==> config.mk <==
export PLATFORM = sky130hd
export DESIGN_NAME = bpp_mul
export DESIGN_NICKNAME = d
export VERILOG_FILES = /design/src/design/bpp_pkg.sv /design/src/design/bpp_mul.sv
export SDC_FILE = /design/constraint.sdc
export NUM_CORES = 2
export LEC_CHECK = 0
export BUFFER_PORTS_ARGS = -buffer_cell sky130_fd_sc_hd__buf_2
export CORE_ASPECT_RATIO = 0.6
export CORE_UTILIZATION = 40
export CTS_CLUSTER_SIZE = 12
export DETAILED_ROUTE_END_ITERATION = 7
export GPL_ROUTABILITY_DRIVEN = 0
export GPL_TIMING_DRIVEN = 0
export PLACE_DENSITY = 0.56
export SYNTH_ARGS = -nofsm -noshare
export SYNTH_HDL_FRONTEND = slang
export SYNTH_SLANG_ARGS = --single-unit
==> constraint.sdc <==
create_clock -name aclk -period 14.5 [get_ports aclk]
set_input_delay 2.9 -clock aclk [delete_from_list [all_inputs] [get_ports aclk]]
set_output_delay 2.9 -clock aclk [all_outputs]
set_load 0.01 [all_outputs]
==> src/design/bpp_pkg.sv <==
// shared types, constants and helper functions of the binomial put pricer
// used by bpp_mul, bpp_rows and binomial_put_pricer
package bpp_pkg;

    localparam int VAL_W         = 48;
    localparam int FAC_W         = 32;
    localparam int PROB_W        = 31;
    localparam int STEPS_W       = 9;
    localparam int HALF_W        = 24;
    localparam int FRAC_SHIFT    = 30;
    localparam int APB_ADDR_W    = 5;
    localparam int APB_DATA_W    = 32;
    localparam int DEF_MAX_STEPS = 256;

    localparam logic [FAC_W-1:0]  ONE_Q30  = 32'h4000_0000;
    localparam logic [PROB_W-1:0] HALF_Q30 = 31'h2000_0000;
    localparam logic [VAL_W-1:0]  VAL_MAX  = {VAL_W{1'b1}};

    typedef enum logic [2:0] {
        REG_STEPS        = 3'd0,
        REG_UP_FACTOR    = 3'd1,
        REG_DOWN_OVER_UP = 3'd2,
        REG_UP_INVERSE   = 3'd3,
        REG_PROB_UP      = 3'd4,
        REG_DISCOUNT     = 3'd5
    } reg_idx_t;

    typedef struct packed {
        logic done;
        logic sat;
    } mul_stat_t;

    function automatic logic [VAL_W-1:0] exercise(input logic [VAL_W-1:0] k,
                                                  input logic [VAL_W-1:0] s);
        return (k > s) ? (k - s) : '0;
    endfunction

endpackage

==> src/design/bpp_mul.sv <==
// shared q30 multiply unit: floor(a*f/2^30) saturated to 48 bits
// one 24x32 multiplier used twice per product; depends on bpp_pkg
module bpp_mul (
    input  logic                         aclk,
    input  logic                         aresetn,
    input  logic                         start,
    input  logic [bpp_pkg::VAL_W-1:0]    a,
    input  logic [bpp_pkg::FAC_W-1:0]    f,
    output logic [bpp_pkg::VAL_W-1:0]    r,
    output bpp_pkg::mul_stat_t           stat
);

    localparam int PROD_W = bpp_pkg::HALF_W + bpp_pkg::FAC_W;

    typedef enum logic [3:0] {
        M_IDLE = 4'b0001,
        M_HI   = 4'b0010,
        M_LO   = 4'b0100,
        M_SUM  = 4'b1000
    } mstate_t;

    mstate_t                        state_reg, state_next;
    logic [bpp_pkg::VAL_W-1:0]      a_reg;
    logic [bpp_pkg::FAC_W-1:0]      f_reg;
    logic [PROD_W-1:0]              hi_reg, lo_reg;
    logic [bpp_pkg::VAL_W-1:0]      r_reg;
    logic                           sat_reg, done_reg;
    logic [bpp_pkg::HALF_W-1:0]     op_half;
    logic [PROD_W-1:0]              prod;
    logic [PROD_W:0]                mid;
    logic [bpp_pkg::VAL_W+2:0]      sum;

    assign op_half = (state_reg == M_HI) ? a_reg[bpp_pkg::VAL_W-1:bpp_pkg::HALF_W]
                                         : a_reg[bpp_pkg::HALF_W-1:0];
    assign prod = PROD_W'(op_half) * PROD_W'(f_reg);

    // low six bits of the high product line up with the low product
    assign mid = {1'b0, hi_reg[5:0], {bpp_pkg::HALF_W{1'b0}}} + {1'b0, lo_reg};
    assign sum = (bpp_pkg::VAL_W+3)'(hi_reg[PROD_W-1:6])
               + (bpp_pkg::VAL_W+3)'(mid[PROD_W:bpp_pkg::FRAC_SHIFT]);

    always_comb begin
        state_next = state_reg;
        case (state_reg)
            M_IDLE: if (start) state_next = M_HI;
            M_HI:   state_next = M_LO;
            M_LO:   state_next = M_SUM;
            M_SUM:  state_next = M_IDLE;
            default: state_next = M_IDLE;
        endcase
    end

    always_ff @(posedge aclk) begin
        if (!aresetn) begin
            state_reg <= M_IDLE;
            done_reg  <= 1'b0;
        end else begin
            state_reg <= state_next;
            done_reg  <= (state_reg == M_SUM);
        end
    end

    always_ff @(posedge aclk) begin
        if (state_reg == M_IDLE && start) begin
            a_reg <= a;
            f_reg <= f;
        end
        if (state_reg == M_HI) hi_reg <= prod;
        if (state_reg == M_LO) lo_reg <= prod;
        if (state_reg == M_SUM) begin
            sat_reg <= |sum[bpp_pkg::VAL_W+2:bpp_pkg::VAL_W];
            r_reg   <= (|sum[bpp_pkg::VAL_W+2:bpp_pkg::VAL_W]) ? bpp_pkg::VAL_MAX
                                                              : sum[bpp_pkg::VAL_W-1:0];
        end
    end

    assign r         = r_reg;
    assign stat.done = done_reg;
    assign stat.sat  = sat_reg;

endmodule

Yosys cells after proc, flatten, opt, wreduce, memory -nomap -nowiden
Cells that the tools add are included.
- $add $sub $neg: 2
- multipliers: 1
- equal/unequal tests: 5
- muxes and demuxes: 3
- reductions and logical operators: 2
- operators by type and width (kind ; number):
    $add 30x56->57 ; 1
    $mul 24x32->56 ; 1
    $add 50x27->51 ; 1
    $mux 24 ; 1
    $pmux 4 s3 ; 1
    $eq 4x1->1 const B ; 1
    $eq 4x2->1 const B ; 1
    $eq 4x3->1 const B ; 1
    $eq 4x4->1 const B ; 1
    $mux 4 ; 1
    $reduce_or 3->1 ; 1
    $ne 2x2->1 const B ; 1
    $logic_and 1x1->1 ; 1
- register bits after elaboration: 246
- bits of input ports: 83
- output and inout bits: 50
- word-level logic and storage cells: 21

Depth between registers and ports, before layout
- word-level depth: 3
- gate-level depth with buffers: 30
- depth with buffers taken out: 27

Worst setup path before layout
OpenSTA, ideal clock, no wires.
- path kind: register to register
- start point: register state_reg[3]
- end point: register hi_reg[49] (data pin)
- library setup time: 197 ps
- arrival: 9668 ps
- required time: 14303 ps
- slack: 4635 ps
- stages on the path, launching flop included: 29
- path buffers: 3
- clock period less this slack: 9865 ps
- cell sequence: dfxtp_1 -> nor4b_2 -> clkbuf_1 -> mux2_2 -> clkbuf_1 -> nand2_1 -> fa_1 -> inv_1 -> fa_1 -> inv_1 -> fa_1 -> fa_1 -> fa_1 -> inv_1 -> fa_1 -> inv_1 -> fa_1 -> inv_1 -> ha_1 -> buf_2 -> o21ai_0 -> a21oi_1 -> o41ai_1 -> or4_1 -> o221ai_1 -> nand3_1 -> o21ai_1 -> a21oi_1 -> o311ai_1
- cells in the longest elaborated chain, start to end: 3
- ends and longest elaborated chain (what ; line ; RTL):
    start: declaration ; bpp_mul.sv:22 ; mstate_t state_reg, state_next;
    start signal: assignment ; bpp_mul.sv:58 ; state_reg <= state_next;
    $eq 4x2->1 ; bpp_mul.sv:33 ; assign op_half = (state_reg == M_HI) ? a_reg[bpp_pkg::VAL_W-1:bpp_pkg::HALF_W]
    $mux 24 ; bpp_mul.sv:33 ;
    $mul 24x32->56 ; bpp_mul.sv:35 ; assign prod = PROD_W'(op_half) * PROD_W'(f_reg);
    named net prod[49] ; bpp_mul.sv:29 ; logic [PROD_W-1:0] prod;
    end signal: assignment ; bpp_mul.sv:68 ; if (state_reg == M_HI) hi_reg <= prod;
    end: declaration ; bpp_mul.sv:25 ; logic [PROD_W-1:0] hi_reg, lo_reg;
The timed path passes the listed nets, and every way through them passes these cells.
A chain may end at the register's enable or synchronous reset.

Worst setup path after layout
- start point: register state_reg[1]
- end point: register hi_reg[49] (data pin)
The elaborated chain is that of the path after synthesis.

==> metrics.txt <==
# TYPE chip_impl_metric gauge
chip_impl_metric{name="place_area",unit="sq um"} 36800
chip_impl_metric{name="io-pin-count",unit=""} 133
chip_impl_info{name="regToRegEndpoint",value="hi_reg[49]$_DFFE_PP_"} 1
chip_impl_metric{name="timing.critical_path.required",unit="ns"} 14.81
chip_impl_metric{name="via_count",unit=""} 25000
chip_impl_metric{name="finalNetCount",unit=""} 4616
chip_impl_metric{name="timing.final.max_slew_violations",unit=""} 0
chip_impl_info{name="mostFrequentLayoutCell",value="sky130_fd_sc_hd__inv_1"} 1
chip_impl_metric{name="number_of_flip_flops_in_the_largest_register",unit=""} 56
chip_impl_metric{name="clock-skew-final",unit="ns"} 0.0205
chip_impl_metric{name="grt_antenna_before_repair",unit=""} 11
chip_impl_info{name="synthTopCellsByArea",value="sky130_fd_sc_hd__fa_1 38%, sky130_fd_sc_hd__edfxtp_1 19%, sky130_fd_sc_hd__inv_1 7.9%"} 1
chip_impl_metric{name="cts_sinks",unit=""} 222
chip_impl_metric{name="yosysWarningCount",unit=""} 0
chip_impl_metric{name="drtAntennaViolNets",unit=""} 0
chip_impl_info{name="worst_path_max_delay_cell",value="sky130_fd_sc_hd__mux2i_1"} 1
chip_impl_info{name="hold-path-endpoint",value="r[29]$_SDFFCE_PP1P_"} 1
chip_impl_metric{name="hold_viol",unit=""} 0
chip_impl_metric{name="floorplan.rows",unit=""} 82
chip_impl_metric{name="core_area",unit="sq um"} 84400
chip_impl_metric{name="synth.ff_latch_count",unit=""} 222
chip_impl_metric{name="overflow",unit=""} 0
chip_impl_metric{name="worstSkewPairLatency",unit="ns"} 0.59
chip_impl_metric{name="floorplan.die_area",unit="sq um"} 87400
chip_impl_metric{name="worst-slew-pin-transition",unit="ns"} 1.37
chip_impl_metric{name="timing.slew.headroom",unit=""} 0.0583
chip_impl_metric{name="preCtsSetupSlack",unit="ns"} 3.42
chip_impl_metric{name="cts_setup_buffers",unit=""} 0
chip_impl_metric{name="yosys.area.top_type_share",unit=""} 0.383
chip_impl_info{name="outcome",value="finished, final reports clean"} 1
chip_impl_metric{name="synth_cell_types",unit=""} 74
chip_impl_metric{name="grt_pass1_wl",unit="microns"} 166000
chip_impl_metric{name="synth_edf_count",unit=""} 217
chip_impl_metric{name="tritoncts.num_buffers",unit=""} 26
chip_impl_info{name="start_kind",value="flip-flop"} 1
chip_impl_metric{name="number_of_instances_in_the_synthesized_netlist",unit=""} 3482
chip_impl_metric{name="port_buffers",unit=""} 132
chip_impl_info{name="critical_path.top_delay_family",value="adder cells"} 1
chip_impl_metric{name="cts_hold_buf",unit=""} 0
chip_impl_metric{name="ctsLongestPathBuffers",unit=""} 3
chip_impl_metric{name="wirelength",unit="microns"} 110000
chip_impl_metric{name="drt_iter0_markers",unit=""} 2434
chip_impl_metric{name="final_design_area_no_fill",unit="sq um"} 37600
chip_impl_info{name="critical_path.reg2reg.startpoint",value="state_reg[1]$_SDFFE_PN0P_"} 1
chip_impl_metric{name="via_per_inst",unit=""} 5.18
chip_impl_metric{name="syn-num-nets",unit=""} 4438
chip_impl_info{name="tritoncts",value="done"} 1
chip_impl_metric{name="hold_slack",unit="ns"} 0.589
chip_impl_metric{name="route.detailed.wl_per_inst",unit="microns"} 22.8
chip_impl_metric{name="width_of_the_die",unit="microns"} 381
chip_impl_metric{name="finalCritPeriodShare",unit=""} 0.775
chip_impl_metric{name="ys_async_sr_fraction",unit=""} 0
chip_impl_metric{name="grt_start_max_net_pins",unit=""} 60
chip_impl_metric{name="critical_path.max_stage_delay",unit="ns"} 1.14
chip_impl_metric{name="clock.fmax",unit="GHz"} 0.0890
chip_impl_metric{name="drive_gt1_frac",unit=""} 0.0758
chip_impl_metric{name="dp.final_hpwl",unit="microns"} 92400
chip_impl_metric{name="first_global_vias",unit=""} 26000
chip_impl_info{name="worst_setup_end_kind",value="flip-flop"} 1
chip_impl_metric{name="drc",unit=""} 0
chip_impl_metric{name="initial_drt_pass_iterations",unit=""} 5
chip_impl_metric{name="effective_utilization_at_floorplan",unit=""} 0.408
chip_impl_metric{name="synth.yosys.seq_area_share",unit=""} 0.192
chip_impl_metric{name="finalSetupViolCount",unit=""} 0
chip_impl_info{name="min_path_type",value="flip-flop to flip-flop"} 1
chip_impl_info{name="layout.cells.most_common_list",value="724 x sky130_fd_sc_hd__inv_1, 659 x sky130_fd_sc_hd__fa_1, 465 x sky130_fd_sc_hd__nand2_1"} 1
chip_impl_metric{name="htree_num_levels",unit=""} 1
chip_impl_metric{name="cp_max_fo",unit=""} 59
chip_impl_metric{name="critPathBufInv",unit=""} 7
chip_impl_info{name="yosysTopAreaCell",value="sky130_fd_sc_hd__fa_1"} 1
chip_impl_info{name="grt_setup_unrepaired",value="no"} 1
chip_impl_metric{name="syn-cell-area",unit="sq um"} 34500
chip_impl_metric{name="fp.dieH",unit="microns"} 229
chip_impl_metric{name="period_minus_slack",unit="ns"} 11.24
chip_impl_metric{name="cap_viol_max_count",unit=""} 0
chip_impl_info{name="critPathMostFrequentCell",value="sky130_fd_sc_hd__fa_1"} 1
chip_impl_info{name="ctsRootBufferMaster",value="sky130_fd_sc_hd__clkbuf_16"} 1
chip_impl_metric{name="min_delay_path_depth",unit=""} 2
chip_impl_metric{name="global_route.usage.total",unit=""} 0.259
chip_impl_metric{name="cts_resized",unit=""} 0
chip_impl_metric{name="worstPathArrival",unit="ns"} 11.55
chip_impl_metric{name="final.setup.worst_slack",unit="ns"} 3.26
chip_impl_metric{name="clkTransAtPathRegs",unit="ns"} 0.06
chip_impl_metric{name="average_cell_area_after_synthesis",unit="sq um"} 9.90
chip_impl_info{name="synth-main-ff-cell",value="sky130_fd_sc_hd__edfxtp_1"} 1
chip_impl_metric{name="synthToLayoutAreaGrowth",unit="%"} 9.07
chip_impl_metric{name="r2r_setup_slack",unit="ns"} 3.26
chip_impl_info{name="holdCritStartpoint",value="hi_reg[35]$_DFFE_PP_"} 1
chip_impl_metric{name="r2r_cells",unit=""} 27
chip_impl_info{name="critical_path_class",value="flip-flop to flip-flop"} 1
## layer usage
| layer | track usage | up-vias | wire (microns) |
|---|---|---|---|
| li1 | - | 11000 | - |
| met1 | 0.396 | 12800 | 51700 |
| met2 | 0.353 | 1066 | 43000 |
| met3 | 0.0831 | 111 | 13200 |
| met4 | 0.0523 | 0 | 2130 |
| met5 | 0 | - | 0 |
## how the worst max path moves through the flow
stage / from / to / slack (ns) / cells past startpoint
finish: state_reg[1]$_SDFFE_PN0P_ / hi_reg[49]$_DFFE_PP_ / 3.26 / 27
CTS: state_reg[1]$_SDFFE_PN0P_ / hi_reg[49]$_DFFE_PP_ / 3.39 / 26
global placement: state_reg[1]$_SDFFE_PN0P_ / lo_reg[49]$_DFFE_PP_ / -0.44 / 25
floorplan: state_reg[3]$_SDFFE_PN0P_ / hi_reg[49]$_DFFE_PP_ / 4.64 / 28
detailed placement: state_reg[1]$_SDFFE_PN0P_ / lo_reg[49]$_DFFE_PP_ / 3.42 / 26
global route: state_reg[1]$_SDFFE_PN0P_ / hi_reg[49]$_DFFE_PP_ / 2.91 / 26
## per-stage QoR
step | util | setup TNS [ns] | instances
4_1_cts | 0.445 | 0 | 4813
3_3_place_gp | 0.433 | -3.21 | 4748
2_1_floorplan | - | 0 | 3482
3_5_place_dp | 0.436 | 0 | 4766
6_report | 0.445 | 0 | 4820
5_1_grt | 0.445 | 0 | 4813
## logic make-up after synthesis
family          count (synthesis)  synth area share
mux                            25           0.00802
buf+inv                       897             0.100
compound gates                253            0.0498
simple gates                 1096             0.160
fa+ha+maj                     873             0.460
xor+xnor                      116            0.0295
flops                         222             0.192
## worst min-delay path, stage by stage, from the launching register on
cell and delay, ns:
sky130_fd_sc_hd__edfxtp_1 0.35, sky130_fd_sc_hd__xor2_1 0.08, sky130_fd_sc_hd__nand2_2 0.05
## area by class of cell
class	instances	area (sq um)
antenna	7	17.5
buffer	172	737
clock buffer	36	728
clock inverter	11	81.3
fill	8289	46800
inverter	725	2720
multi-input combinational	2363	24400
sequential	222	6620
tap	1134	1420
timing repair buffer	150	853
## cells in the mapped netlist (14+ instances only)
cell / n
sky130_fd_sc_hd__a21o_1: 40
sky130_fd_sc_hd__a21oi_1: 63
sky130_fd_sc_hd__a31oi_1: 14
sky130_fd_sc_hd__and2_1: 303
sky130_fd_sc_hd__and3_1: 21
sky130_fd_sc_hd__clkbuf_1: 158
sky130_fd_sc_hd__edfxtp_1: 217
sky130_fd_sc_hd__fa_1: 659
sky130_fd_sc_hd__ha_1: 214
sky130_fd_sc_hd__inv_1: 724
sky130_fd_sc_hd__mux2_2: 21
sky130_fd_sc_hd__nand2_1: 465
sky130_fd_sc_hd__nand2_2: 27
sky130_fd_sc_hd__nand2b_1: 17
sky130_fd_sc_hd__nand3_1: 34
sky130_fd_sc_hd__nand4_1: 25
sky130_fd_sc_hd__nor2_1: 58
sky130_fd_sc_hd__nor2b_1: 104
sky130_fd_sc_hd__o21ai_0: 28
sky130_fd_sc_hd__o21ai_1: 18
sky130_fd_sc_hd__o21bai_1: 14
sky130_fd_sc_hd__xnor2_1: 62
sky130_fd_sc_hd__xor2_1: 54
Power is not shown: default switching activity piles up to over one toggle a cycle in this logic, so the estimate is an artifact.
